<file path="src/rtl/assert_macros.svh">
// ----------------------------------------------------------------------------
// assert_macros.svh
// Assertion shorthands shared by the stencil sweep RTL. They expect a clock
// named aclk and an active-low synchronous reset named aresetn in scope.
// ----------------------------------------------------------------------------
`ifndef ASSERT_MACROS_SVH
`define ASSERT_MACROS_SVH

// Property must hold on every clock edge outside reset
`define JSS_ASSERT(lbl, prop, msg) \
    lbl: assert property (@(posedge aclk) disable iff (!aresetn) (prop)) else $error(msg);

// Condition must never be seen on a clock edge outside reset
`define JSS_NEVER(lbl, cond, msg) \
    lbl: assert property (@(posedge aclk) disable iff (!aresetn) !(cond)) else $error(msg);

`endif

</file>
<file path="src/rtl/jss_pkg.sv">
// ----------------------------------------------------------------------------
// jss_pkg
// Shared types and constants for the Jacobi / red-black SOR stencil sweep:
// register map, configuration bundle and per-point control flags.
// ----------------------------------------------------------------------------
`default_nettype none

package jss_pkg;

    // Default build sizes
    localparam int MAX_COLS_DEF    = 1024;
    localparam int VALUE_WIDTH_DEF = 32;

    // Fixed field widths
    localparam int ROWS_W    = 13;
    localparam int COLS_W    = 11;
    localparam int WEIGHT_W  = 17;
    localparam int RES_W     = 56;
    localparam int IO_VAL_W  = 32;
    localparam int PADDR_W   = 5;
    localparam int PDATA_W   = 32;

    localparam int ROW_LIMIT = 4096;

    // Register reset values
    localparam logic [ROWS_W-1:0]   ROWS_RST   = ROWS_W'(512);
    localparam logic [COLS_W-1:0]   COLS_RST   = COLS_W'(512);
    localparam logic [WEIGHT_W-1:0] WEIGHT_RST = WEIGHT_W'(65536);

    // Sweep mode codes
    localparam logic MODE_JACOBI = 1'b0;
    localparam logic MODE_SOR    = 1'b1;

    // Register index (byte address / 4)
    typedef enum logic [2:0] {
        REG_ROWS   = 3'd0,
        REG_COLS   = 3'd1,
        REG_MODE   = 3'd2,
        REG_WEIGHT = 3'd3,
        REG_COLOUR = 3'd4
    } reg_idx_t;

    typedef struct packed {
        logic [ROWS_W-1:0]   interior_rows;
        logic [COLS_W-1:0]   interior_cols;
        logic                sweep_mode;
        logic [WEIGHT_W-1:0] relax_weight;
        logic                colour_select;
    } cfg_t;

    // Control flags travelling with each point through the pipeline
    typedef struct packed {
        logic emit;       // interior point, produces a result
        logic last;       // final interior point of the sweep
        logic frame_end;  // last padded point, clears the residual
        logic sor;        // weighted SOR mode
        logic upd;        // point is of the selected colour
    } item_flags_t;

endpackage

`default_nettype wire

</file>
<file path="src/rtl/jss_relax.sv">
// ----------------------------------------------------------------------------
// jss_relax
// Update pipeline: four-neighbour average, SOR blend, saturation and the
// running L1 residual, ending in the result register. Every stage holds
// its own valid and stalls only when the stage ahead is full.
// ----------------------------------------------------------------------------
`default_nettype none

`include "assert_macros.svh"

module jss_relax
    import jss_pkg::*;
#(
    parameter int VALUE_WIDTH = VALUE_WIDTH_DEF
) (
    input  wire logic                          aclk,
    input  wire logic                          aresetn,
    input  wire logic [WEIGHT_W-1:0]           relax_weight,
    // window from the line memory stage
    input  wire logic                          win_valid,
    output logic                               win_ready,
    input  wire item_flags_t                   win_flags,
    input  wire logic signed [VALUE_WIDTH-1:0] cur_val,
    input  wire logic signed [VALUE_WIDTH-1:0] up_val,
    input  wire logic signed [VALUE_WIDTH-1:0] left_val,
    input  wire logic signed [VALUE_WIDTH-1:0] mid_val,
    input  wire logic signed [VALUE_WIDTH-1:0] right_val,
    // result stream
    output logic                               m_tvalid,
    input  wire logic                          m_tready,
    output logic [IO_VAL_W-1:0]                m_new_value,
    output logic [RES_W-1:0]                   m_residual,
    output logic                               m_tlast
);

    localparam int VW    = VALUE_WIDTH;
    localparam int SUM_W = VW + 3;
    localparam int AVG_W = VW + 1;
    localparam int DIF_W = VW + 2;
    localparam int MAG_W = VW + 1;
    localparam int PH_W  = MAG_W - 16 + WEIGHT_W;
    localparam int PL_W  = 16 + WEIGHT_W;
    localparam int Q_W   = PH_W + 1;
    localparam int SV_W  = VW + 4;
    localparam int CH_W  = VW + 1;

    localparam logic signed [SUM_W-1:0] AVG_RND = SUM_W'(2);
    localparam logic [PL_W:0]           Q_RND   = (PL_W+1)'(32768);
    localparam logic signed [SV_W-1:0]  SAT_HI  = {5'b00000, {(VW-1){1'b1}}};
    localparam logic signed [SV_W-1:0]  SAT_LO  = {5'b11111, {(VW-1){1'b0}}};

    function automatic logic signed [VW-1:0] sat_val(input logic signed [SV_W-1:0] x);
        logic signed [VW-1:0] y;
        priority if (x > SAT_HI)
            y = SAT_HI[VW-1:0];
        else if (x < SAT_LO)
            y = SAT_LO[VW-1:0];
        else
            y = x[VW-1:0];
        return y;
    endfunction

    // Handshake chain
    logic v2_reg, v3_reg, v4_reg, ov_reg;
    logic rdy2, rdy3, rdy4, out_free, adv4;

    assign out_free  = !ov_reg || m_tready;
    assign rdy4      = !v4_reg || out_free;
    assign rdy3      = !v3_reg || rdy4;
    assign rdy2      = !v2_reg || rdy3;
    assign adv4      = v4_reg && out_free;
    assign win_ready = rdy2;

    // Stage 2: average and difference
    item_flags_t              f2_reg;
    logic signed [AVG_W-1:0]  avg2_reg, avg_next;
    logic signed [VW-1:0]     mid2_reg;
    logic                     neg2_reg, neg_next;
    logic [MAG_W-1:0]         mag2_reg, mag_next;
    logic signed [SUM_W-1:0]  sum4;
    logic signed [DIF_W-1:0]  dif;
    logic [DIF_W-1:0]         dif_abs;

    always_comb begin
        sum4     = SUM_W'(up_val) + SUM_W'(left_val) + SUM_W'(right_val) + SUM_W'(cur_val);
        avg_next = AVG_W'((sum4 + AVG_RND) >>> 2);
        dif      = DIF_W'(avg_next) - DIF_W'(mid_val);
        neg_next = dif[DIF_W-1];
        dif_abs  = neg_next ? unsigned'(-dif) : unsigned'(dif);
        mag_next = dif_abs[MAG_W-1:0];
    end

    always_ff @(posedge aclk) begin
        if (rdy2) begin
            f2_reg   <= win_flags;
            avg2_reg <= avg_next;
            mid2_reg <= mid_val;
            neg2_reg <= neg_next;
            mag2_reg <= mag_next;
        end
    end

    // Stage 3: weight products on the upper and lower 16-bit parts
    item_flags_t              f3_reg;
    logic signed [AVG_W-1:0]  avg3_reg;
    logic signed [VW-1:0]     mid3_reg;
    logic                     neg3_reg;
    logic [PH_W-1:0]          ph3_reg, ph_next;
    logic [PL_W-1:0]          pl3_reg, pl_next;

    assign ph_next = PH_W'(mag2_reg[MAG_W-1:16]) * PH_W'(relax_weight);
    assign pl_next = PL_W'(mag2_reg[15:0]) * PL_W'(relax_weight);

    always_ff @(posedge aclk) begin
        if (rdy3) begin
            f3_reg   <= f2_reg;
            avg3_reg <= avg2_reg;
            mid3_reg <= mid2_reg;
            neg3_reg <= neg2_reg;
            ph3_reg  <= ph_next;
            pl3_reg  <= pl_next;
        end
    end

    // Stage 4: rounded step, blend, saturation and absolute change
    item_flags_t              f4_reg;
    logic signed [VW-1:0]     nv4_reg, nv_next;
    logic [CH_W-1:0]          ch4_reg, ch_next;
    logic [PL_W:0]            lo_rnd;
    logic [Q_W-1:0]           step_q;
    logic signed [SV_W-1:0]   mid_x, q_x, blend;
    logic signed [CH_W-1:0]   chg;

    always_comb begin
        lo_rnd  = (PL_W+1)'(pl3_reg) + Q_RND;
        step_q  = Q_W'(ph3_reg) + Q_W'(lo_rnd[PL_W:16]);
        mid_x   = SV_W'(mid3_reg);
        q_x     = signed'(SV_W'(step_q));
        blend   = neg3_reg ? (mid_x - q_x) : (mid_x + q_x);

        priority if (!f3_reg.sor)
            nv_next = sat_val(SV_W'(avg3_reg));
        else if (f3_reg.upd)
            nv_next = sat_val(blend);
        else
            nv_next = mid3_reg;

        chg     = CH_W'(nv_next) - CH_W'(mid3_reg);
        ch_next = chg[CH_W-1] ? unsigned'(-chg) : unsigned'(chg);
    end

    always_ff @(posedge aclk) begin
        if (rdy4) begin
            f4_reg  <= f3_reg;
            nv4_reg <= nv_next;
            ch4_reg <= ch_next;
        end
    end

    // Result register and saturating residual
    logic [RES_W-1:0]    acc_reg, acc_next;
    logic [RES_W:0]      acc_sum;
    logic [IO_VAL_W-1:0] nv_out_reg;
    logic [RES_W-1:0]    res_out_reg;
    logic                last_out_reg;

    always_comb begin
        acc_sum = {1'b0, acc_reg} + (RES_W+1)'(ch4_reg);
        priority if (f4_reg.frame_end)
            acc_next = '0;
        else if (!f4_reg.emit)
            acc_next = acc_reg;
        else if (acc_sum[RES_W])
            acc_next = '1;
        else
            acc_next = acc_sum[RES_W-1:0];
    end

    always_ff @(posedge aclk) begin
        if (!aresetn) begin
            v2_reg  <= 1'b0;
            v3_reg  <= 1'b0;
            v4_reg  <= 1'b0;
            ov_reg  <= 1'b0;
            acc_reg <= '0;
        end else begin
            if (rdy2)
                v2_reg <= win_valid;
            if (rdy3)
                v3_reg <= v2_reg;
            if (rdy4)
                v4_reg <= v3_reg;
            if (out_free)
                ov_reg <= v4_reg && f4_reg.emit;
            if (adv4)
                acc_reg <= acc_next;
        end
    end

    always_ff @(posedge aclk) begin
        if (adv4 && f4_reg.emit) begin
            nv_out_reg   <= IO_VAL_W'(unsigned'(nv4_reg));
            res_out_reg  <= acc_next;
            last_out_reg <= f4_reg.last;
        end
    end

    assign m_tvalid    = ov_reg;
    assign m_new_value = nv_out_reg;
    assign m_residual  = res_out_reg;
    assign m_tlast     = last_out_reg;

    // The residual only grows within a sweep
    `JSS_ASSERT(a_acc_grows, (adv4 && f4_reg.emit) |=> (acc_reg >= $past(acc_reg)), "residual went down")
    // The frame-closing point clears the residual
    `JSS_ASSERT(a_acc_clear, (adv4 && f4_reg.frame_end) |=> (acc_reg == '0), "residual not cleared")

endmodule

`default_nettype wire

</file>
<file path="config.mk">
export PLATFORM = sky130hd
export DESIGN_NAME = jss_relax
export DESIGN_NICKNAME = d
export VERILOG_FILES = /design/src/rtl/jss_pkg.sv /design/src/rtl/jss_relax.sv
export VERILOG_INCLUDE_DIRS = /design/src /design/src/rtl
export SDC_FILE = /design/constraint.sdc
export NUM_CORES = 2
export LEC_CHECK = 0
export ABC_AREA = 1
export BUFFER_PORTS_ARGS = -buffer_cell sky130_fd_sc_hd__buf_2
export CORE_MARGIN = 5
export CORE_UTILIZATION = 65
export CTS_BUF_LIST = sky130_fd_sc_hd__clkbuf_4
export DETAILED_ROUTE_END_ITERATION = 16
export PLACE_DENSITY = 0.8
export SETUP_SLACK_MARGIN = 0.3
export SLEW_MARGIN = 20
export SYNTH_ARGS = -nofsm -noshare
export SYNTH_HDL_FRONTEND = slang
export SYNTH_SLANG_ARGS = --single-unit
</file>
<file path="constraint.sdc">
create_clock -name aclk -period 21.4 [get_ports aclk]
set_input_delay 1.07 -clock aclk [delete_from_list [all_inputs] [get_ports aclk]]
set_output_delay 1.07 -clock aclk [all_outputs]
set_load 0.005 [all_outputs]
</file>
Word-level counts from Yosys, hierarchy flattened. Index checks and enable logic that the tools add are counted.

Output and inout port bits: 91. Logic and storage cells: 75. Register bits after elaboration: 459.

Mux-type cells: 12. Reduce and logical (&&, ||, !) cells: 11. Add/subtract/negate cells: 13. $lt $le $gt $ge: 4. Multipliers: 2.

Operators with widths (count): two-way mux 32 bit (7); two-way mux 56 bit (3); negator 33 bit (2); adder 56 x 33 -> 57 bit (1); adder 32 x 36 -> 36 bit (1); > comparator 36 x 32 -> 1 bit, second input constant (1); < comparator 36 x 32 -> 1 bit, second input constant (1); two-way mux 36 bit (1); subtractor 32 x 36 -> 36 bit (1); adder 34 x 18 -> 35 bit (1); adder 34 x 32 -> 35 bit (1); adder 35 x 3 -> 35 bit, second input constant (1); adder 33 x 16 -> 34 bit, second input constant (1); adder 33 x 32 -> 34 bit (1); multiplier 17 x 17 -> 34 bit (1); subtractor 33 x 32 -> 34 bit (1); adder 32 x 32 -> 33 bit (1); > comparator 33 x 32 -> 1 bit, second input constant (1); < comparator 33 x 32 -> 1 bit, second input constant (1); multiplier 16 x 17 -> 33 bit (1); two-way mux 33 bit (1); subtractor 32 x 32 -> 33 bit (1); zero test 1 bit (4); logical OR 1 bit (4); logical AND 1 bit (3).

Longest topological paths before layout.
Depth after elaboration: 12. Gate-level depth with buffers: 68. Depth with buffers taken out: 67.

Least setup slack after synthesis. OpenSTA, ideal clock, no wires.

Path type: register to register. From: register pl3_reg[15]. To: register ch4_reg[23], data pin. Setup time: 254 ps. Cell stages (with the launch flop): 62. Period minus slack after synthesis: 8191 ps. Arrival time: 7937 ps. Slack: 13209 ps. Path through: edfxtp_1 > ha_1 > nand2_1 > nor2_1 > nand3_1 > nor2_1 > nand2_1 > nor4_1 > nand4_1 > nor2_1 > xor2_1 > ha_1 > nand2_1 > inv_1 > nand2_1 > inv_1 > a21oi_1 > nand2_1 > [... 26 more ...] > inv_1 > fa_1 > nand3_1 > nand3_2 > a21oi_4 > o21ai_2 > a21oi_1 > xor2_2 > inv_1 > nor2_2 > inv_1 > nor2_1 > nand2_1 > inv_2 > nand3_1 > nand2_1 > xor2_1 > inv_1.

Cells in the longest elaborated chain, start to end: 12. Elaborated cells on any way between the ends: 14. Those cells by class: add/sub: 6; order compare: 2; mux: 6.

RTL lines: start, declared (RTL line jss_relax.sv:109) `logic [PL_W-1:0] pl3_reg, pl_next;`; start signal, assigned (RTL line jss_relax.sv:121) `pl3_reg <= pl_next;`; adder 33 x 16 -> 34 bit * (RTL line jss_relax.sv:135) `lo_rnd = (PL_W+1)'(pl3_reg) + Q_RND;`; adder 34 x 18 -> 35 bit * (RTL line jss_relax.sv:136) `step_q = Q_W'(ph3_reg) + Q_W'(lo_rnd[PL_W:16]);`; adder 32 x 36 -> 36 bit / subtractor 32 x 36 -> 36 bit (equally long branches) (RTL line jss_relax.sv:139) `blend = neg3_reg ? (mid_x - q_x) : (mid_x + q_x);`; two-way mux 36 bit * (RTL line jss_relax.sv:139); < comparator 36 x 32 -> 1 bit (RTL line jss_relax.sv:56) `else if (x < SAT_LO)`; two-way mux 32 bit (RTL line jss_relax.sv:56); two-way mux 32 bit * (RTL line jss_relax.sv:54) `priority if (x > SAT_HI)`; two-way mux 32 bit * (RTL line jss_relax.sv:143) `else if (f3_reg.upd)`; two-way mux 32 bit * (RTL line jss_relax.sv:141) `priority if (!f3_reg.sor)`; subtractor 32 x 32 -> 33 bit * (RTL line jss_relax.sv:148) `chg = CH_W'(nv_next) - CH_W'(mid3_reg);`; negator 33 bit (RTL line jss_relax.sv:149) `ch_next = chg[CH_W-1] ? unsigned'(-chg) : unsigned'(chg);`; two-way mux 32 bit * (RTL line jss_relax.sv:149); net ch_next[23] (RTL line jss_relax.sv:128) `logic [CH_W-1:0] ch4_reg, ch_next;`; end signal, assigned (RTL line jss_relax.sv:156) `ch4_reg <= ch_next;`; end, declared (RTL line jss_relax.sv:128).

Mark *: on every way through the listed nets, which the timed path passes. The rest lies on a longest branch. A chain may end at the register's enable or synchronous reset.

Worst setup path after layout.
From: register pl3_reg[15]. To: register ch4_reg[13], data pin.

Cells in the longest elaborated chain, start to end: 12. Elaborated cells on any way between the ends: 14. Those cells by class: add/sub: 6; order compare: 2; mux: 6.

RTL lines: adder 33 x 16 -> 34 bit * (RTL line jss_relax.sv:135); adder 34 x 18 -> 35 bit * (RTL line jss_relax.sv:136); adder 32 x 36 -> 36 bit / subtractor 32 x 36 -> 36 bit (equally long branches) (RTL line jss_relax.sv:139); two-way mux 36 bit * (RTL line jss_relax.sv:139); < comparator 36 x 32 -> 1 bit (RTL line jss_relax.sv:56); two-way mux 32 bit (RTL line jss_relax.sv:56); two-way mux 32 bit * (RTL line jss_relax.sv:54); two-way mux 32 bit * (RTL line jss_relax.sv:143); two-way mux 32 bit * (RTL line jss_relax.sv:141); net nv_next[1] (RTL line jss_relax.sv:127) `logic signed [VW-1:0] nv4_reg, nv_next;`; subtractor 32 x 32 -> 33 bit * (RTL line jss_relax.sv:148); negator 33 bit (RTL line jss_relax.sv:149); two-way mux 32 bit * (RTL line jss_relax.sv:149); net ch_next[13] (RTL line jss_relax.sv:128).

Marked as above.

==> results.toml <==
[worst_setup_path]
crit_top_cell = "nand2_1"
reg2reg_to = "ch4_reg[13]"
path_class = "flip-flop to flip-flop"
cp.depth = 59
crit_family = "simple AND/OR/NAND/NOR gates"
crit_arrival_ps = 10780
max_stage_delay_ps = 480
reg2reg_slack_ps = 11300
endpoint_kind = "flip-flop"
ff2ff_path_depth = 59
r2r_start = "pl3_reg[15]"
critPathMaxFanout = 30
start_kind = "flip-flop"
startpoint = "pl3_reg[15]"
worstPathRequired_ps = 22090
endpoint = "ch4_reg[13]"
crit_buf_inv = 6
crit_slowest_cell = "fa_1"

[cells_and_area]
layout_commonest_cell = "nand2_1"
final_layout_size_suffix_gt1_share_pct = 8.96
area_delta_synth_final_pct = 7.23
fillers = 6348
final_cell_mix = "1,530 x nand2_1, 1,286 x inv_1, 500 x fa_1"
finalNonFillerCells = 7650
nNetsFinal = 7599

[die]
fp.dieH_um = 288
num_io_pins = 277
rows = 102
fp.dieW_um = 288
core_area_sq_um = 77200
start_util_pct = 65.3
die-area_sq_um = 83200

[timing]
finalSetupTns_ps = 0
min_period_ps = 10100
slew_violations = 0
finalSetupViolations = 0
hold_violations = 0
fin_worst_skew_ps = 59.9
worst_slew_pin_slew_ps = 1090
slew_headroom_pct = 27.2
holdWs_ps = 336
max_freq_mhz = 99.0
final.period_utilization_pct = 47.2
rsz0062_at_grt = "false"

[placement]
hpwl_mm = 112
gp_congestion = 1.01
placed_cells = 7441
port-buffer-count = 276

[synth]
async_flop_share_pct = 0
synth_area_per_cell_sq_um = 8.01
synth_edf_count = 384
synth_nets = 7376
yosysSeqAreaShare_pct = 25.3
synthCells = 6291
synth_flop_cell = "edfxtp_1"
synth.distinct_cells = 66
ys_seq_elements = 444
syn-cell-area_sq_um = 50400
synth_warnings = 0

[min_path]
hold_depth = 1
hp-class = "primary input to flip-flop"
worstHoldStart = "win_flags[2]"

[detailed_routing]
via_per_inst = 5.58
met1Wirelength_mm = 54.9
vias = 42700
wl_met3_mm = 10.8
firstDrtPassIters = 9
routedWlPerCell_um = 18.0
dr.max_layer_used = "met4"
drt_iter0_drc = 3323
wl_met2_mm = 67.1
antenna_left = 0
finalWirelength_mm = 138
post-route-drc-count = 0

[clocking]
cts-resized-gates = 0
clkSinkCount = 444
cts_buffers = 111
h-tree-depth = 3
cts_root_buf = "clkbuf_4"
hold_buffers = 0
cts_tree = "done"
insertion_delay_ps = 910
post_cts_buffers = 0
path_clk_slew_ps = 70
ctsLongestPathBuffers = 3

[global_route]
grt_pass1_vias = 43400
antenna_found_initial = 3
grt_usage_pct = 33.3
grt_overflow = 0
grt_max_degree = 113
grt_pass1_wl_mm = 221

[status]
outcome = "complete, no violations"

[run]
maxCapViolations = 0
## per-layer routing
layer	up-vias	track usage, %
li1	20300	-
met1	20400	43.1
met2	1690	57.1
met3	318	5.27
met4	0	12.3
met5	-	0
## worst min-delay path by stage
stage | endpoint | slack [ps]
after floorplan | avg3_reg[0] | 400
after global placement | mid3_reg[4] | 400
after detailed placement | avg3_reg[23] | 400
after CTS | f2_reg[2] | 250
after global routing | f2_reg[2] | 270
final | f2_reg[2] | 340
## Yosys cell counts, types with 30 or more instances
cell type  instances  area share [%]
edfxtp_1         384              23
dfxtp_1           60             2.4
o21ai_0          213             2.1
nand4_1           86             1.1
inv_1           1288             9.6
nand2_2           30            0.37
o21bai_1          30            0.45
xor2_1           189             3.3
fa_1             500              20
clkbuf_1         170             1.3
nand3_1          171             1.7
nor3_1            65            0.65
nand2_1         1531              11
xnor2_1           99             1.7
a21oi_1          403             4.0
ha_1             399             9.9
nor2_1           365             2.7
## per-stage QoR
stage | util [%] | worst slack, ps | instance area, sq um
after detailed placement | 68.0 | 11330 | 52500
final | 70.0 | 11300 | 54000
after floorplan | - | 13210 | 50400
after global routing | 70.0 | 10200 | 54000
after global placement | 68.0 | 11580 | 52500
after CTS | 70.0 | 11310 | 54000
## cell families (layout without fill, tap and decap cells)
logic type	Yosys count	in the layout	share of synthesized area, %
AO/OA/AOI/OAI	825	825	9.25
buffers and inverters	1494	1810	11.3
XOR/XNOR	291	291	5.10
adder cells (fa/ha/maj)	899	899	29.8
AND/OR/NAND/NOR	2338	2338	19.3
other	0	3	0
flip-flops	444	444	25.3
## final cells by class
class	instances	area [sq um]	share of cell area, %
Antenna cell	3	7.51	0.0139
Clock buffer	164	1230	2.28
Clock inverter	42	308	0.570
Inverter	1296	4870	9.01
Multi-Input combinational cell	4353	32000	59.2
Sequential cell	444	12700	23.6
Tap cell	1040	1300	2.41
Timing Repair Buffer	308	1620	3.00
Power is left out: the tool's default activity adds up to more than one toggle a clock period on the data nets, which glitch-free logic cannot reach.
