`src/rtl/assert_macros.svh`:
```
// ----------------------------------------------------------------------------
// assert_macros.svh
// Assertion shorthands shared by the stencil sweep RTL. They expect a clock
// named aclk and an active-low synchronous reset named aresetn in scope.
// ----------------------------------------------------------------------------
`ifndef ASSERT_MACROS_SVH
`define ASSERT_MACROS_SVH

// Property must hold on every clock edge outside reset
`define JSS_ASSERT(lbl, prop, msg) \
    lbl: assert property (@(posedge aclk) disable iff (!aresetn) (prop)) else $error(msg);

// Condition must never be seen on a clock edge outside reset
`define JSS_NEVER(lbl, cond, msg) \
    lbl: assert property (@(posedge aclk) disable iff (!aresetn) !(cond)) else $error(msg);

`endif

```
`src/rtl/jss_pkg.sv`:
```
// ----------------------------------------------------------------------------
// jss_pkg
// Shared types and constants for the Jacobi / red-black SOR stencil sweep:
// register map, configuration bundle and per-point control flags.
// ----------------------------------------------------------------------------
`default_nettype none

package jss_pkg;

    // Default build sizes
    localparam int MAX_COLS_DEF    = 1024;
    localparam int VALUE_WIDTH_DEF = 32;

    // Fixed field widths
    localparam int ROWS_W    = 13;
    localparam int COLS_W    = 11;
    localparam int WEIGHT_W  = 17;
    localparam int RES_W     = 56;
    localparam int IO_VAL_W  = 32;
    localparam int PADDR_W   = 5;
    localparam int PDATA_W   = 32;

    localparam int ROW_LIMIT = 4096;

    // Register reset values
    localparam logic [ROWS_W-1:0]   ROWS_RST   = ROWS_W'(512);
    localparam logic [COLS_W-1:0]   COLS_RST   = COLS_W'(512);
    localparam logic [WEIGHT_W-1:0] WEIGHT_RST = WEIGHT_W'(65536);

    // Sweep mode codes
    localparam logic MODE_JACOBI = 1'b0;
    localparam logic MODE_SOR    = 1'b1;

    // Register index (byte address / 4)
    typedef enum logic [2:0] {
        REG_ROWS   = 3'd0,
        REG_COLS   = 3'd1,
        REG_MODE   = 3'd2,
        REG_WEIGHT = 3'd3,
        REG_COLOUR = 3'd4
    } reg_idx_t;

    typedef struct packed {
        logic [ROWS_W-1:0]   interior_rows;
        logic [COLS_W-1:0]   interior_cols;
        logic                sweep_mode;
        logic [WEIGHT_W-1:0] relax_weight;
        logic                colour_select;
    } cfg_t;

    // Control flags travelling with each point through the pipeline
    typedef struct packed {
        logic emit;       // interior point, produces a result
        logic last;       // final interior point of the sweep
        logic frame_end;  // last padded point, clears the residual
        logic sor;        // weighted SOR mode
        logic upd;        // point is of the selected colour
    } item_flags_t;

endpackage

`default_nettype wire

```
`src/rtl/jss_cfg_regs.sv`:
```
// ----------------------------------------------------------------------------
// jss_cfg_regs
// APB-style register bank: grid size, sweep mode, relaxation weight and
// colour. Zero wait states; reads return the stored value.
// ----------------------------------------------------------------------------
`default_nettype none

module jss_cfg_regs
    import jss_pkg::*;
(
    input  wire logic               aclk,
    input  wire logic               aresetn,
    input  wire logic               psel,
    input  wire logic               penable,
    input  wire logic               pwrite,
    input  wire logic [PADDR_W-1:0] paddr,
    input  wire logic [PDATA_W-1:0] pwdata,
    output logic      [PDATA_W-1:0] prdata,
    output logic                    pready,
    output cfg_t                    cfg
);

    cfg_t     cfg_reg;
    reg_idx_t idx;
    logic     wr_en;

    assign pready = 1'b1;
    assign idx    = reg_idx_t'(paddr[PADDR_W-1:2]);
    assign wr_en  = psel && penable && pwrite && pready;
    assign cfg    = cfg_reg;

    // Register writes
    always_ff @(posedge aclk) begin
        if (!aresetn) begin
            cfg_reg.interior_rows <= ROWS_RST;
            cfg_reg.interior_cols <= COLS_RST;
            cfg_reg.sweep_mode    <= MODE_JACOBI;
            cfg_reg.relax_weight  <= WEIGHT_RST;
            cfg_reg.colour_select <= 1'b0;
        end else if (wr_en) begin
            unique case (idx)
                REG_ROWS:   cfg_reg.interior_rows <= pwdata[ROWS_W-1:0];
                REG_COLS:   cfg_reg.interior_cols <= pwdata[COLS_W-1:0];
                REG_MODE:   cfg_reg.sweep_mode    <= pwdata[0];
                REG_WEIGHT: cfg_reg.relax_weight  <= pwdata[WEIGHT_W-1:0];
                REG_COLOUR: cfg_reg.colour_select <= pwdata[0];
                default: ;
            endcase
        end
    end

    // Read-back mux
    always_comb begin
        unique case (idx)
            REG_ROWS:   prdata = PDATA_W'(cfg_reg.interior_rows);
            REG_COLS:   prdata = PDATA_W'(cfg_reg.interior_cols);
            REG_MODE:   prdata = PDATA_W'(cfg_reg.sweep_mode);
            REG_WEIGHT: prdata = PDATA_W'(cfg_reg.relax_weight);
            REG_COLOUR: prdata = PDATA_W'(cfg_reg.colour_select);
            default:    prdata = '0;
        endcase
    end

endmodule

`default_nettype wire

```
`config.mk`:
```
export PLATFORM = sky130hd
export DESIGN_NAME = jss_cfg_regs
export DESIGN_NICKNAME = d
export VERILOG_FILES = /design/src/rtl/assert_macros.svh /design/src/rtl/jss_pkg.sv /design/src/rtl/jss_cfg_regs.sv
export SDC_FILE = /design/constraint.sdc
export NUM_CORES = 1
export LEC_CHECK = 0
export BUFFER_PORTS_ARGS = -buffer_cell sky130_fd_sc_hd__buf_2
export CELL_PAD_IN_SITES_DETAIL_PLACEMENT = 0
export CELL_PAD_IN_SITES_GLOBAL_PLACEMENT = 1
export CORE_ASPECT_RATIO = 1.4
export CORE_UTILIZATION = 31
export CTS_CLUSTER_DIAMETER = 100
export CTS_CLUSTER_SIZE = 40
export DETAILED_ROUTE_END_ITERATION = 12
export GPL_TIMING_DRIVEN = 0
export PLACE_DENSITY = 0.83
export SLEW_MARGIN = 5
export SYNTH_ARGS = -nofsm -noshare
export SYNTH_HDL_FRONTEND = slang
export SYNTH_SLANG_ARGS = --single-unit
```
`constraint.sdc`:
```
create_clock -name aclk -period 1.2 [get_ports aclk]
set_input_delay 0 -clock aclk [delete_from_list [all_inputs] [get_ports aclk]]
set_output_delay 0 -clock aclk [all_outputs]
set_load 0.03 [all_outputs]
```
# [After elaboration in Yosys (flattened, before gate mapping)]
# Cells that the tools add are included.
[op_classes] mux=1 n_mul=0 div_mod_pow=0 shift=0 n_eq_ne=4 add_sub_neg=0 n_lt_le_gt_ge=0 bitwise_logic=0 reduce_logical=8
[op_table] operator="17-bit case mux with 5 select lines" n=1
[op_table] operator="2-bit AND reduction" n=5
[op_table] operator="3-bit by 2-bit == test with 1-bit output, second input constant" n=2
[op_table] operator="3-bit by 1-bit == test with 1-bit output, second input constant" n=1
[op_table] operator="3-bit == test, second input constant" n=1
[op_table] operator="3-bit logical NOT" n=1
[op_table] operator="1-bit logical AND" n=2
[word_totals] ff_bits=43 ram_bits=0 output_inout_bits=76 memories=0 latch_bits=0 romBits=0 wordCells=18

# [Depth between registers and ports, before layout]
# Gate-level depths: netlist of the first run.
[logic_depth] depth_word=3 depth_mapped=5

# [Least setup slack after synthesis of the first run]
# OpenSTA, ideal clock, no wires.
[synth_timing] path_type="reg2out" start="reg cfg_reg, in the netlist cfg[28]" end="out prdata[9]" arrival_time_ns=1.394 path_slack_ns=-0.194 stages_incl_launch_ff=4 cell_sequence="dfxtp_1 mux2i_1 or2_2 a21oi_1"
[synth_via] elab_chain_cells=1
[synth_rtl] element="start: declaration" line="jss_cfg_regs.sv:23" rtl="cfg_t cfg_reg;"
[synth_rtl] element="17-bit case mux with 5 select lines" line="jss_cfg_regs.sv:54" rtl="unique case (idx)"
[synth_rtl] element="end: declaration" line="jss_cfg_regs.sv:18" rtl="output logic [PDATA_W-1:0] prdata,"
# No other way between the ends.

# [Worst setup path after layout of the first run]
[layout_timing] start="reg cfg_reg, in the netlist cfg[18]" end="out prdata[0]"
# Same word-level chain as after synthesis.

==> metrics.md, run 1 <==
| Metric | Value |
|---|---|
| Unrepaired setup endpoints after global routing | yes |
| Worst EP required | ~1.2 ns |
| Internal reg-to-reg setup slack | 0.39 ns |
| Seq/Total Area, Yosys | 0.394 |
| Flop pwr share | 0.495 |
| Seq cells post-synth | 43 |
| Fmax | 0.792 GHz |
| Iter 0 DRT Violations | 73 |
| M1 WL | approximately 2.7 mm |
| Post-layout nets | 420 |
| Mux contribution to synthesized area | 0.243 |
| Setup ws final | -0.0633 ns |
| Drt first pass iters | 4 |
| Arr. time, crit path | 1.26 ns |
| Cells on worst reg2reg path | 4 |
| DP HPWL | 4.71 mm |
| Switching power as a share of total power | 0.273 |
| Reg-to-reg endpoint | cfg[35] |
| Starting Density | 0.326 |
| Crit end category | output pin |
| Crit Path Max Fanout | 2 |
| Pwr dens | 869 nW/um^2 |
| Startpoint types | flop |
| Vias | 2159 |
| Post-Synth Simple-Gate Area | 0.208 |
| Final hold violation count | 0 |
| CORE AREA | 6700 um^2 |
| Chip Height | 101 um |
| Drt drc | 0 |
| DIE AREA | approximately 7400 um^2 |
| Area after DPL | between 2000 and 3000 um^2 |
| Reg-to-reg startpoint | cfg[35] |
| Initial antenna violation count | 0 |
| Slew @ Worst Pin | ~0.62 ns |
| Status | finished, violations left |
| Relative slew margins | 0.589 |
| Gate power share | 0.149 |
| Max reg flops | 43 |
| Synth Area in Compound Gates | 0.0452 |
| Clk buf depth | 2 |
| Mapped Cells | 246 |
| Root Driver | clkbuf_8 |
| Post-Synth Adder-Cell Area | 0 |
| Die Span X | between 70 and 80 um |
| YS warnings | 0 |
| Setup CP Type | reg -> out |
| Total CTS buffers | 5 |
| CP startpoint | cfg[18] |
| Post-route minimum period | between 1 and 1.5 ns |
| Largest net degree at the start of global routing | 13 |
| # Max-Cap Violations | 0 |
| Row cnt | 35 |
| GR Overflow Total | 0 |
| Xor-xnor portion of the synthesized cell area | 0 |
| Wire per inst | 14.6 um |
| Port bufs | 82 |
| # diodes | 0 |
| Critical Path Sink | prdata[0] |
| H-tree Lvls | 2 |
| First-pass GRT wire length | 10.5 mm |
| Vias in the first global route | 2142 |
| DRT Wirelength | 6.86 mm |
| Final setup TNS | -0.126 ns |
| Main combinational cell family by area after synthesis | multiplexers |
| Switching Power | 0.000797 W |
| Skew-Pair Late Insertion Delay | between 0.2 and 0.3 ns |
| Avg Synthesized Cell Area | 8.88 um^2 |
| Count of pins over their slew limit | 0 |
| DR WL met2 | 3.62 mm |
| IO Pins | 118 |
| Final ANT Viol Nets | 0 |
| Failing checks | negative setup slack |
| CTS tree | built |
| GP Congestion | 0.730 |
| Worst Skew | 0 ns |
| Synthesized area | approximately 2200 um^2 |
| Hold Path Class | in -> reg |
| Reg clk slew, reported paths | 0.08 ns |
| Setup violations, final | 8 |
| Vias per Instance | 4.58 |
| P&R area growth vs syn | 53.6% |
| GRT Util Overall | 0.190 |
| Synth cell types | 29 |
| Leakage | 1.61 nW |
| Period utilization | 1.05 |
| Internal power | roughly 0.0021 W |
| Final instance area | around 3400 um^2 |
| WL met3 | 333 um |
| Clk pwr share | 0.356 |
| Top Layer Used | met4 |
| Share of layout cells above drive strength 1 | 0.496 |
| VDD IR-drop max | roughly 0.46 mV |
| Clock Sinks | 43 |
==> power by group through the flow <==
stage / Combinational [W] / Sequential [W] / Clock (W)
floorplan: 0.000253 / 0.00150 / 0
global placement: 0.000388 / 0.00148 / 0
detailed placement: 0.000391 / 0.00148 / 0
CTS: 0.000430 / 0.00144 / 0.00105
global route: 0.000464 / 0.00144 / 0.00110
finish: 0.000433 / 0.00144 / 0.00104
==> cell families after synthesis <==
group                  after synthesis
AOI/OAI and AO/OA                   17
buffers and inverters               35
DFF                                 43
muxes                               53
other                                2
and+or+nand+nor                     96
==> routing by layer <==
metal | track usage | vias to the layer above
met5 | 0 | -
met4 | 0.0830 | 0
met3 | 0.0338 | 10
met2 | 0.347 | 75
met1 | 0.211 | 1030
li1 | - | 1044
==> through the flow <==
stage	std cells	setup WS, ns	hold WS [ns]	util	power, W
floorplan	260	-0.0819	0.142	-	0.00175
global placement	434	-0.572	0.251	0.425	0.00187
detailed placement	434	-0.601	0.260	0.425	0.00187
CTS	469	-0.117	0.000289	0.496	0.00292
global route	471	-0.116	0.00537	0.501	0.00301
finish	471	-0.0633	0.00149	0.501	0.00292
==> worst max-delay path: stages (launching register included) <==
cell,delay [ns]
dfxtp_2,0.33
mux2_4,0.27
a22oi_2,0.13
o22ai_2,0.09
buf_6,0.16
==> cell type report <==
cell class	count	area [um^2]
buffer	33	231
clock buffer	8	100
sequential	43	890
timing repair buffer	111	714
tap	92	115
inverter	2	7.51
fill	661	3350
multi-input combinational	182	1300
==> Yosys cell counts (all sizes together) <==
cell type / n / share of area
o22ai: 1 / 0.0029
or2: 10 / 0.029
or3: 1 / 0.0029
and3: 1 / 0.0029
and3b: 1 / 0.0040
clkbuf: 11 / 0.019
nor3: 1 / 0.0023
a31oi: 1 / 0.0029
o311ai: 1 / 0.0040
nor3b: 5 / 0.017
nor2: 4 / 0.010
mux2i: 52 / 0.24
and2: 1 / 0.0029
dfxtp: 43 / 0.39
nand4b: 1 / 0.011
conb: 2 / 0.0034
nand2: 67 / 0.12
nand3: 1 / 0.0023
a21oi: 10 / 0.023
a22oi: 3 / 0.010
o21ai: 1 / 0.0023
inv: 2 / 0.0034
mux2: 1 / 0.0052
buf: 22 / 0.084
nor2b: 3 / 0.0086
==> placed cells by master (no fill, tap or decap), types with 3 or more instances in the layout <==
master / Yosys / final
buf_2: 1 / 73
nand2_1: 67 / 67
mux2i_1: 52 / 52
buf_4: 18 / 40
dfxtp_2: 0 / 23
dfxtp_1: 43 / 20
conb_1: 2 / 16
buf_6: 2 / 13
or2_4: 0 / 10
a21oi_4: 0 / 8
clkbuf_1: 11 / 8
clkbuf_8: 0 / 7
dlygate4sd3_1: 0 / 7
nor3b_1: 5 / 4
nor2b_1: 3 / 3
==> timing repair <==
action / 4_1_cts / 5_1_grt
hold endpoints to repair: 10 / 0
resized for setup: 62 / 7
hold buffers: 7 / 0
setup buffers: 20 / 2
pin swaps: 13 / 3
endpoints found under the setup margin: 13 / 13
==> worst min path at each step <==
stage	start	endpoint	slack, ns	cells after the start
after floorplan	pwdata[9]	cfg[10]	0.14	2
after global placement	pwdata[14]	cfg[15]	0.25	3
after detailed placement	pwdata[15]	cfg[16]	0.26	3
after CTS	pwdata[4]	cfg[34]	0.0003	3
after global routing	pwdata[10]	cfg[11]	0.005	3
final	pwdata[1]	cfg[31]	0.001	3
Note: power is estimated with default switching activity, not from simulation.
==> run 2, diff against run 1 <==
--- a/config.mk
+++ b/config.mk
@@ -11,10 +11,11 @@
 export CORE_ASPECT_RATIO = 1.4
 export CORE_UTILIZATION = 31
 export CTS_CLUSTER_DIAMETER = 100
-export CTS_CLUSTER_SIZE = 40
+export CTS_CLUSTER_SIZE = 10
 export DETAILED_ROUTE_END_ITERATION = 12
 export GPL_TIMING_DRIVEN = 0
-export PLACE_DENSITY = 0.83
+export PLACE_DENSITY_LB_ADDON = 0.1
+export RECOVER_POWER = 25
 export SLEW_MARGIN = 5
 export SYNTH_ARGS = -nofsm -noshare
 export SYNTH_HDL_FRONTEND = slang
==> metrics.md, run 2 (synthesis results as in run 1) <==
| Metric | Value |
|---|---|
| # Max-Cap Violations | 0 (unchanged) |
| Failing checks | negative setup slack |
| Commonest cells after routing, fill and taps aside | nand2_1 (67), buf_2 (59), mux2i_1 (52) |
| Max reg flops | 43 (unchanged) |
| Drt first pass iters | 4 (unchanged) |
| Clock Sinks | 43 (unchanged) |
| Total CTS buffers | 5 (unchanged) |
| Critical path buffer and inverter count | 1 (unchanged) |
| Starting Density | 0.326 (unchanged) |
| Switching Power | 0.000787 W (-1.3%) |
| Worst Skew | 0 ns (unchanged) |
| DIE AREA | 7390 um^2 (unchanged) |
| Leakage | 1.58 nW (-1.8%) |
| Reg clk slew, reported paths | 0.08 ns (about the same) |
| Initial antenna violation count | 0 (unchanged) |
| GRT Util Overall | 0.184 (-0.00569) |
| Drt drc | 0 (unchanged) |
| DRT Wirelength | 6.78 mm (-1.2%) |
| Final instance area | 3370 um^2 (+0.41%) |
| Startpoint types | flop |
| Tot Pwr | 0.00306 W (+4.9%) |
| CORE AREA | 6700 um^2 (unchanged) |
| Unrepaired setup endpoints after global routing | yes |
| Crit path max-delay family | flip-flops |
| Setup CP Type | reg -> out |
| Post-route minimum period | 1.30 ns (+0.0340 ns) |
| Post-layout utilization of the core | 0.503 (+0.00205) |
| Hold Path Class | in -> reg |
| Crit Path Max Fanout | 3 (+1) |
| Commonest non-fill, non-tap cell in the layout | nand2_1 |
| First-pass GRT wire length | 10.1 mm (-3.3%) |
| Flop pwr share | 0.472 (-0.023) |
| CP peak stage delay | 0.33 ns (about the same) |
| Hold_ws | 0.0112 ns (+0.00969 ns) |
| Period utilization | 1.08 (+0.0283) |
| Pwr dens | 908 nW/um^2 (+4.4%) |
| Iter 0 DRT Violations | 62 (-15%) |
| IO Pins | 118 (unchanged) |
| VDD IR-drop max | 0.405 mV (-12%) |
| Status | finished, violations left |
| Count of pins over their slew limit | 0 (unchanged) |
| Vias per Instance | 4.41 (-3.8%) |
| M3 GR Usage | 0.0308 (-0.00299) |
| Worst EP required | 1.20 ns (about the same) |
| Setup violations, final | 8 (unchanged) |
| Largest net degree at the start of global routing | 14 (+1) |
| Vias | 2100 (-2.7%) |
| Port bufs | 82 (unchanged) |
| Most crowded layer after global routing | met2 |
| Skew-Pair Late Insertion Delay | 0.29 ns (about the same) |
| Slowest CP cell | dfxtp_2 |
| Clk pwr share | 0.385 (+0.029) |
| Internal power | 0.00227 W (+7.2%) |
| Gate power share | 0.143 (-0.006) |
| Relative slew margins | 0.592 (+0.00301) |
| H-tree Lvls | 2 (unchanged) |
| Die Span X | 73.0 um (unchanged) |
| Switching power as a share of total power | 0.257 (-0.0160) |
| GR Util met2 | 0.335 (-0.0122) |
| P&R area growth vs syn | 54.2% |
| Clk buf depth | 2 (unchanged) |
| Arr. time, crit path | 1.30 ns (+0.04 ns) |
| Final hold violation count | 0 (unchanged) |
| Post-layout nets | 425 (+1.2%) |
| Setup ws final | -0.0973 ns (-0.0340 ns) |
| GR Overflow Total | 0 (unchanged) |
| CTS tree | built |
| Final ANT Viol Nets | 0 (unchanged) |
| Crit end category | output pin |
| Chip Height | 101 um (unchanged) |
| GP Congestion | 0.706 (-3.3%) |
| Area after DPL | 2850 um^2 (unchanged) |
| M1 GR Usage | 0.218 (+0.00693) |
| Cells along the critical path | mux2_4 -> a22oi_2 -> o22ai_2 -> buf_6 |
| Vias in the first global route | 2009 (-6.2%) |
| DP HPWL | 4.56 mm (-3.2%) |
| Share of layout cells above drive strength 1 | 0.461 (-0.0351) |
| Row cnt | 35 (unchanged) |
| Wire per inst | 14.2 um (-2.3%) |
| # diodes | 0 (unchanged) |
| Root Driver | clkbuf_8 |
| Fmax | 0.771 GHz (-2.6%) |
| Slew @ Worst Pin | 0.612 ns (-0.00452 ns) |
[run 2: layout make-up]
cell class | count | area [um^2]
plain buffers | 33 | 234
clock buffers | 6 | 82.6
clock inverters | 2 | 35.0
fillers | 685 | 3330
inverters | 2 | 7.51
multi-input cells | 182 | 1260
flip-flops and latches | 43 | 888
well taps | 92 | 115
repair buffers | 116 | 741
[run 2: path summary, 6_finish.rpt]
kind | cells past startpoint | end | slack (ns) | startpoint
max | 4 | prdata[0] | -0.1 | cfg[18]
min | 3 | cfg[34] | 0.01 | pwdata[4]
max reg2reg | 4 | cfg[20] | 0.39 | cfg[20]
min reg2reg | 2 | cfg[18] | 0.47 | cfg[18]
[run 2: what timing repair did]
item,CTS,global route
hold buffers,9,0
gates resized for setup,58,6
hold endpoints to repair,12,0
setup endpoints to repair,13,13
pin swaps,10,10
buffers inserted,18,7
[run 2: per-stage QoR]
step	setup TNS, ns	cells	setup slack, ns
after floorplan	-0.577	260	-0.0819
after global placement	-7.70	434	-0.605
after detailed placement	-7.71	434	-0.615
after CTS	-0.455	469	-0.112
after global routing	-1.21	476	-0.147
final	-0.345	476	-0.0973
[run 2: power groups by stage]
stage / logic, W / registers, W / clock network (W)
2_1_floorplan: 0.000253 / 0.00150 / 0
3_3_place_gp: 0.000392 / 0.00148 / 0
3_5_place_dp: 0.000392 / 0.00148 / 0
4_1_cts: 0.000434 / 0.00144 / 0.00122
5_1_grt: 0.000467 / 0.00145 / 0.00128
6_report: 0.000436 / 0.00144 / 0.00118
[run 2: worst reg2reg max path: stages, from the launching register on]
cell and delay [ns]:
dfxtp_2 0.32, buf_4 0.12, buf_4 0.12, nand2_1 0.05, mux2i_1 0.07
[run 2: routing by layer]
layer  vias up  wire length, um  share of wire
met5         -                0              0
met4         0               64         0.0094
met3         6              268          0.040
met2        61             3570           0.53
met1       975             2880           0.42
li1       1058                -              -
==> run 3, diff against run 2 <==
--- a/config.mk
+++ b/config.mk
@@ -15,7 +15,7 @@
 export DETAILED_ROUTE_END_ITERATION = 12
 export GPL_TIMING_DRIVEN = 0
 export PLACE_DENSITY_LB_ADDON = 0.1
-export RECOVER_POWER = 25
+export RECOVER_POWER = 100
 export SLEW_MARGIN = 5
 export SYNTH_ARGS = -nofsm -noshare
 export SYNTH_HDL_FRONTEND = slang
==> metrics.md, run 3 (synthesis results as in run 1) <==
| Metric | Value |
|---|---|
| Crit Path Max Fanout | 3 (unchanged) |
| Fmax | 0.773 GHz (+0.23%) |
| Chip Height | 101 um (unchanged) |
| CTS tree | built |
| Unrepaired setup endpoints after global routing | yes |
| Cells along the critical path | mux2_4 -> a22oi_2 -> o22ai_2 -> buf_6 |
| Vias per Instance | 4.44 (+0.62%) |
| Initial antenna violation count | 0 (unchanged) |
| Slowest CP cell | dfxtp_2 |
| CORE AREA | 6700 um^2 (unchanged) |
| Share of layout cells above drive strength 1 | 0.396 (-0.0651) |
| Worst Skew | 0 ns (unchanged) |
| Period utilization | 1.08 (-0.00252) |
| Post-layout utilization of the core | 0.495 (-0.00747) |
| First-pass GRT wire length | 10.1 mm (unchanged) |
| Setup violations, final | 8 (unchanged) |
| Setup CP Type | reg -> out |
| Worst EP required | 1.20 ns (about the same) |
| Port bufs | 82 (unchanged) |
| Critical path buffer and inverter count | 1 (unchanged) |
| H-tree Lvls | 2 (unchanged) |
| Root Driver | clkbuf_8 |
| Total CTS buffers | 5 (unchanged) |
| Post-layout nets | 425 (unchanged) |
| # diodes | 0 (unchanged) |
| Pwr dens | 922 nW/um^2 (+1.6%) |
| Count of pins over their slew limit | 0 (unchanged) |
| Post-route minimum period | 1.29 ns (-0.00302 ns) |
| Commonest non-fill, non-tap cell in the layout | nand2_1 |
| Largest net degree at the start of global routing | 14 (unchanged) |
| Drt drc | 0 (unchanged) |
| Slew @ Worst Pin | 0.611 ns (-0.00164 ns) |
| VDD IR-drop max | 0.405 mV (about the same) |
| Failing checks | negative setup slack |
| Reg clk slew, reported paths | 0.08 ns (about the same) |
| Setup ws final | -0.0943 ns (+0.00302 ns) |
| # Max-Cap Violations | 0 (unchanged) |
| DP Cell Count | 434 (unchanged) |
| Leakage | 1.46 nW (-7.6%) |
| Final ANT Viol Nets | 0 (unchanged) |
| Vias | 2113 (+0.62%) |
| Commonest cells after routing, fill and taps aside | nand2_1 (67), mux2i_1 (52), clkbuf_1 (45) |
| Status | finished, violations left |
| Count of non-filler cells in the finished layout | 476 (unchanged) |
| GRT Util Overall | 0.184 (unchanged) |
| Crit path max-delay family | flip-flops |
| Startpoint types | flop |
| DP HPWL | 4.56 mm (unchanged) |
| Max reg flops | 43 (unchanged) |
| Hold Path Class | in -> reg |
| Clock Sinks | 43 (unchanged) |
| Final hold violation count | 0 (unchanged) |
| Arr. time, crit path | 1.29 ns (about the same) |
| Die Span X | 73.0 um (unchanged) |
| Iter 0 DRT Violations | 68 (+9.7%) |
| CP peak stage delay | 0.33 ns (about the same) |
| GP Congestion | 0.706 (unchanged) |
| Drt first pass iters | 4 (unchanged) |
| GR Overflow Total | 0 (unchanged) |
| Starting Density | 0.326 (unchanged) |
| Pre-CTS worst setup slack | -0.615 ns (unchanged) |
| Relative slew margins | 0.593 (+0.00109) |
| Wire per inst | 14.3 um (+0.10%) |
| Vias in the first global route | 2009 (unchanged) |
| Crit end category | output pin |
| Row cnt | 35 (unchanged) |
| DIE AREA | 7390 um^2 (unchanged) |
| P&R area growth vs syn | 51.9% |
| Clk buf depth | 2 (unchanged) |
| DRT Wirelength | 6.78 mm (+0.10%) |
| IO Pins | 118 (unchanged) |
| Skew-Pair Late Insertion Delay | 0.29 ns (about the same) |
run 3: changes by cell type in the layout (fill, tap and decap cells not counted), sizes merged:
cell,delta
buf,-38
clkbuf,+38
run 3: repair_timing:
item	CTS	global route
resized for setup	58	6
pin swaps	10	10
endpoints found under the hold margin	12	0
setup buffers	18	7
hold buffers	9	0
setup endpoints to repair	13	13
run 3: final timing paths:
kind | startpoint | end | slack [ns] | depth (start not counted)
max | cfg[18] | prdata[0] | -0.09 | 4
min | pwdata[10] | cfg[40] | 0.01 | 3
max reg2reg | cfg[20] | cfg[20] | 0.39 | 4
min reg2reg | cfg[18] | cfg[18] | 0.47 | 2
run 3: report_power, final:
group | switching, W | internal [W]
sequential | 0.00000710 | 0.00144
combinational | 0.000276 | 0.000157
clock | 0.000508 | 0.000674
run 3: cell type report:
type                            count  area (um^2)
Clock buffer                        6         82.6
Tap cell                           92          115
Inverter                            2         7.51
Multi-Input combinational cell    182         1260
Fill cell                         700         3380
Sequential cell                    43          888
Buffer                             33          214
Timing Repair Buffer              116          711
Clock inverter                      2         35.0
run 3: metrics by stage:
stage / hold slack [ns] / total power [W] / area (um^2) / TNS, ns
6_report: 0.0115 / 0.00306 / 3320 / -0.349
5_1_grt: 0.00821 / 0.00319 / 3320 / -1.21
4_1_cts: 0.00183 / 0.00310 / 3330 / -0.455
3_5_place_dp: 0.254 / 0.00187 / 2850 / -7.71
3_3_place_gp: 0.250 / 0.00187 / 2850 / -7.70
2_1_floorplan: 0.142 / 0.00175 / 2320 / -0.577
run 3: worst register-to-register path, stage by stage, from the launching register on:
cell and delay, ns:
dfxtp_2 0.32, buf_4 0.12, buf_4 0.12, nand2_1 0.05, mux2i_1 0.07
run 3: metal layers:
layer | global-route usage | vias up | part of all wire
li1 | - | 1060 | -
met1 | 0.218 | 983 | 0.42
met2 | 0.335 | 64 | 0.52
met3 | 0.0308 | 6 | 0.044
met4 | 0.0543 | 0 | 0.0096
met5 | 0 | - | 0
